--- src/sv/ffsi_pkg.sv ---
`timescale 1ns / 1ps
// Shared constants and types for the free-space interval block.
// Used by the channel interfaces, the multiplier, the divider, the top level and the testbench.
package ffsi_pkg;

  // Default coordinate width in bits (signed fixed point).
  localparam int COORD_WIDTH_DEF = 32;

  // The distance bound register is a fixed 32-bit unsigned value.
  localparam int EPS_W = 32;
  localparam logic [EPS_W-1:0] DIST_RESET = 32'd65536;
  localparam logic [2*EPS_W-1:0] EPS_SQ_RESET = 64'(DIST_RESET) * 64'(DIST_RESET);

  // Interval parameters are unsigned Q1.16.
  localparam int T_FRAC = 16;
  localparam int T_W = T_FRAC + 1;
  localparam logic [T_W-1:0] T_ONE = T_W'(1) << T_FRAC;
  localparam logic [T_W-1:0] T_ZERO = '0;

  // Operand slice width for the split multipliers.
  localparam int MUL_CHUNK = 33;

  // One result as it sits in the output register and the skid entry.
  typedef struct packed {
    logic           empty;
    logic [T_W-1:0] low;
    logic [T_W-1:0] high;
  } ffsi_result_t;

endpackage

--- src/sv/ffsi_div.sv ---
`timescale 1ns / 1ps
// Pipelined clamped fraction divider: clamp(floor(num * 2^T_FRAC / den), 0, 1.0).
// Depends on ffsi_pkg for the fraction width and the constant one.
module ffsi_div #(
  parameter int NUM_W  = 68,
  parameter int DEN_W  = 66,
  parameter int SIDE_W = 1
) (
  input  logic                     clk,
  input  logic                     rst,
  input  logic                     en,
  input  logic                     in_valid,
  input  logic signed [NUM_W-1:0]  num,
  input  logic [DEN_W-1:0]         den,
  input  logic [SIDE_W-1:0]        side_in,
  output logic                     out_valid,
  output logic [ffsi_pkg::T_W-1:0] quot,
  output logic [SIDE_W-1:0]        side_out
);
  import ffsi_pkg::*;

  localparam int NS    = T_FRAC + 1;
  localparam int MAG_W = NUM_W - 1;
  localparam int CMP_W = (MAG_W > DEN_W) ? MAG_W : DEN_W;

  logic [DEN_W-1:0]  rem_r  [NS];
  logic [DEN_W-1:0]  den_r  [NS];
  logic [T_W-1:0]    q_r    [NS];
  logic              done_r [NS];
  logic [SIDE_W-1:0] side_r [NS];
  logic              v_r    [NS];

  logic num_neg;
  logic num_big;

  // Entry stage: negative numerators clamp to zero, numerators at or above
  // the denominator clamp to one.
  assign num_neg = num[NUM_W-1];
  assign num_big = !num_neg && (CMP_W'(num[MAG_W-1:0]) >= CMP_W'(den));

  always_ff @(posedge clk) begin
    if (en) begin
      rem_r[0]  <= DEN_W'(num[MAG_W-1:0]);
      den_r[0]  <= den;
      q_r[0]    <= num_big ? T_ONE : T_ZERO;
      done_r[0] <= num_neg || num_big;
      side_r[0] <= side_in;
    end
  end

  always_ff @(posedge clk) begin
    if (rst) begin
      v_r[0] <= 1'b0;
    end else if (en) begin
      v_r[0] <= in_valid;
    end
  end

  // Restoring division, one quotient bit per stage.
  for (genvar k = 1; k < NS; k++) begin : g_stage
    logic [DEN_W:0] sh;
    logic [DEN_W:0] den_x;
    logic           ge;

    assign sh    = {rem_r[k-1], 1'b0};
    assign den_x = {1'b0, den_r[k-1]};
    assign ge    = (sh >= den_x);

    always_ff @(posedge clk) begin
      if (en) begin
        rem_r[k]  <= DEN_W'(ge ? sh - den_x : sh);
        den_r[k]  <= den_r[k-1];
        q_r[k]    <= done_r[k-1] ? q_r[k-1] : {q_r[k-1][T_W-2:0], ge};
        done_r[k] <= done_r[k-1];
        side_r[k] <= side_r[k-1];
      end
    end

    always_ff @(posedge clk) begin
      if (rst) begin
        v_r[k] <= 1'b0;
      end else if (en) begin
        v_r[k] <= v_r[k-1];
      end
    end
  end

  assign out_valid = v_r[NS-1];
  assign quot      = q_r[NS-1];
  assign side_out  = side_r[NS-1];

endmodule

--- config.mk ---
export PLATFORM = sky130hd
export DESIGN_NAME = ffsi_div
export DESIGN_NICKNAME = d
export VERILOG_FILES = /design/src/sv/ffsi_pkg.sv /design/src/sv/ffsi_div.sv
export SDC_FILE = /design/constraint.sdc
export NUM_CORES = 2
export LEC_CHECK = 0
export BUFFER_PORTS_ARGS = -buffer_cell sky130_fd_sc_hd__buf_2
export CAP_MARGIN = 20
export CORE_MARGIN = 8
export CORE_UTILIZATION = 58
export CTS_CLUSTER_SIZE = 40
export DETAILED_ROUTE_END_ITERATION = 8
export GPL_TIMING_DRIVEN = 0
export PLACE_DENSITY_LB_ADDON = 0.08
export SLEW_MARGIN = 40
export SYNTH_ARGS = -nofsm -noshare
export SYNTH_HDL_FRONTEND = slang
export SYNTH_SLANG_ARGS = --single-unit
--- constraint.sdc ---
create_clock -name clk -period 4.3 [get_ports clk]
set_input_delay 0.43 -clock clk [delete_from_list [all_inputs] [get_ports clk]]
set_output_delay 0.43 -clock clk [all_outputs]
set_load 0.01 [all_outputs]
==> flow_summary_export.csv <==
group,metric,value,unit
logic_synthesis,synth_edf_count,2315,
setup_path,worstPathArrival,5910,ps
final_layout,area_delta_synth_final,15.0,%
logic_synthesis,seq_area_frac_synth,0.470,
cts,cts.path.max_buffers,4,
logic_synthesis,ys_types,95,
logic_synthesis,ys_ff_latch,2315,
cts,clock_latency,1020,ps
final_layout,layout_common_cells,"2,315 x edfxtp_1, 1,449 x inv_1, 1,389 x a21oi_1",
final_layout,fillerInstances,17950,
final_layout,register_area,69500,µm²
pwr,clock_power_share,0.167,
logic_synthesis,synthCells,14496,
timing,maxClockFrequency,196,MHz
setup_path,cp.required,5110,ps
outcome,outcome,"complete, but fails checks",
detailed_routing,drt_first_pass_iters,9,
final_layout,layout-drive-gt1-share,0.135,
timing,finalSetupTns,-115980,ps
cts,htree_levels,5,
detailed_routing,drt-total-wl,498000,µm
floorplanning,die_w,521,µm
grt,grt_max_degree,129,
pwr,p_comb_frac,0.552,
logic_synthesis,async_flop_share,0,
timing,timing.final.crit_share,1.19,
detailed_routing,top_layer,"met5",
logic_synthesis,synth.top_cell.area_share,0.470,
setup_path,crit_path_max_fanout,4,
detailed_routing,ant_nets,0,
pwr,seqPwrFrac,0.281,
floorplanning,die_area,272000,µm²
timing,setup_violations,596,
pwr,power.internal,0.0766,W
logic_synthesis,synth-main-ff-cell,"edfxtp_1",
timing,fin_skew,114,ps
setup_path,critPathKind,"register to register",
timing,final-max-slew-violation-count,0,
timing,max_slew_margin,0.0996,
pwr,p_leak,69.8,nW
timing,tightest_slew,1340,ps
pwr,net-switching-power,0.0583,W
detailed_routing,drtIter0Drc,12935,
detailed_routing,drc,461,
hold_path,hold_class,"primary input to register",
grt,grt_pass1_vias,121351,
pwr,p_per_area,792,nW/µm²
floorplanning,rows,185,
final_layout,final_nets,16553,
grt,track_usage,0.335,
cts,cts_tree,"built",
setup_path,startpoint_type,"register",
cts,root_buffer,"clkbuf_16",
outcome,violations,"design-rule violations, negative setup slack",
final_layout,multi_input_area,74500,µm²
final_layout,fin_util,0.671,
detailed_routing,wl_met1,151000,µm
timing,period_needed,5100,ps
final_layout,final_common_cell,"edfxtp_1",
logic_synthesis,synth_nets,15771,
floorplanning,core,254000,µm²
logic_synthesis,synth_area_leader_cell,"edfxtp_1",
timing,rsz0062_at_grt,"yes",
cts,numCtsBuffers,274,
setup_path,critPathCaptureType,"register",
logic_synthesis,netlist_area,148000,µm²
pwr,switching_share,0.432,
cts,cts.sinks,2315,
detailed_routing,vias,120768,
grt,grt_pass1_wl,704000,µm
placement,post-place-ws,-2160,ps
timing,hold_viol_final,0,
floorplanning,die_y,521,µm
detailed_routing,via_per_inst,6.41,
grt,grt_overflow,0,
logic_synthesis,avgSynthCellArea,10.2,µm²
timing,fin_ws,-805,ps
run,maxCapViolCount,0,
placement,gp_congestion,1.05,
floorplanning,io_pins,158,
detailed_routing,routedWlPerCell,26.4,µm
placement,dpl.hpwl,354000,µm
detailed_routing,met3WireLength,32500,µm
placement,portBuffers,157,
logic_synthesis,synth_area_leaders,"edfxtp_1 47%, ha_1 9.5%, a21oi_1 4.9%, mux2_2 4.3%, inv_1 3.7%",
logic_synthesis,ys_warn_count,0,
detailed_routing,wl_met2,252000,µm
floorplanning,initial_utilization,0.583,
grt,antenna_found_initial,15,
cts,clk_pin_slew_worst_paths,70,ps
pwr,ir_drop,510,µV
critical path, stage by stage (launching register included):
cell and delay [ps]:
edfxtp_1 690, inv_1 120, ha_1 420, nand3_1 200, a31oi_1 980, and4b_1 380, a211oi_4 40, buf_4 190
nor3_2 290, nor2_1 120, a211o_1 400, o2111a_1 290, a2111oi_1 640, a21o_1 160
layer usage:
layer	vias to the layer above	global-route usage
li1	54596	-
met5	-	0
met1	56511	0.307
met4	8	0.317
met3	2635	0.0416
met2	7018	0.635
metrics by stage:
step | total power, W | hold WS, ps | instances | instance area [µm²]
2_1_floorplan | 0.0831 | 400 | 14496 | 148000
3_3_place_gp | 0.102 | 400 | 18019 | 153000
3_5_place_dp | 0.103 | 405 | 18062 | 154000
4_1_cts | 0.129 | 148 | 18739 | 168000
5_1_grt | 0.141 | 157 | 18829 | 170000
6_report | 0.135 | 136 | 18838 | 170000
area by class of cell:
class	count	area share
multi-input cells	10169	0.438
repair buffers	570	0.0304
diodes	11	0.000162
flip-flops and latches	2315	0.408
clock inverters	129	0.00750
well taps	3366	0.0247
clock buffers	330	0.0423
inverters	1456	0.0321
plain buffers	492	0.0168
kinds of logic after synthesis:
| group | synth area share |
|---|---|
| AOI/OAI and AO/OA | 0.173 |
| and+or+nand+nor | 0.109 |
| DFF | 0.470 |
| buffers and inverters | 0.0525 |
| adders and majority gates | 0.0968 |
| xor gates and xnor gates | 0.0522 |
| muxes | 0.0470 |
synth_stat cells, drive strengths merged (92+ instances only):
cell / n
a21o: 579
nand2b: 100
nand2: 1071
xnor2: 556
o21bai: 267
a21oi: 1444
mux2: 590
ha: 1121
clkbuf: 436
buf: 120
o31ai: 92
nor2: 857
and3: 97
xor2: 326
nand4: 360
o21a: 118
inv: 1456
and2: 96
o21ai: 938
nor2b: 145
edfxtp: 2315
nand3: 188
a31oi: 119
nor3: 205
a211oi: 92
timing repair:
item | 4_1_cts | 5_1_grt
pin swaps | 107 | 120
cloned | 4 | 7
endpoints found under the setup margin | 1003 | 926
setup buffers | 112 | 109
resized for setup | 562 | 380
endpoints found under the hold margin | 166 | 0
hold buffers | 137 | 0
flip-flops by register name, summed over array words and instances (netlist names):
register	flops
side_r	17
v_r	17
rem_r	1056
done_r	16
den_r	1056
q_r	153
final timing paths:
kind / cells after the start / slack [ps] / start / end
worst max-delay path: 13 / -800 / den_r[0][470]$_DFFE_PP_ / rem_r[0][588]$_DFFE_PP_
worst min-delay path: 6 / 140 / num[66] / done_r[0][0]$_DFFE_PP_
worst max register to register: 13 / -800 / den_r[0][470]$_DFFE_PP_ / rem_r[0][588]$_DFFE_PP_
worst min register to register: 0 / 410 / den_r[0][689]$_DFFE_PP_ / den_r[0][755]$_DFFE_PP_
power by group through the flow:
| stage | clock [W] | combinational (W) | sequential [W] |
|---|---|---|---|
| 3_3_place_gp | 0 | 0.0629 | 0.0391 |
| 4_1_cts | 0.0225 | 0.0688 | 0.0374 |
| 5_1_grt | 0.0235 | 0.0794 | 0.0382 |
| 3_5_place_dp | 0 | 0.0648 | 0.0378 |
| 6_report | 0.0226 | 0.0745 | 0.0378 |
| 2_1_floorplan | 0 | 0.0469 | 0.0362 |
Power figures use the tool's default switching activity.
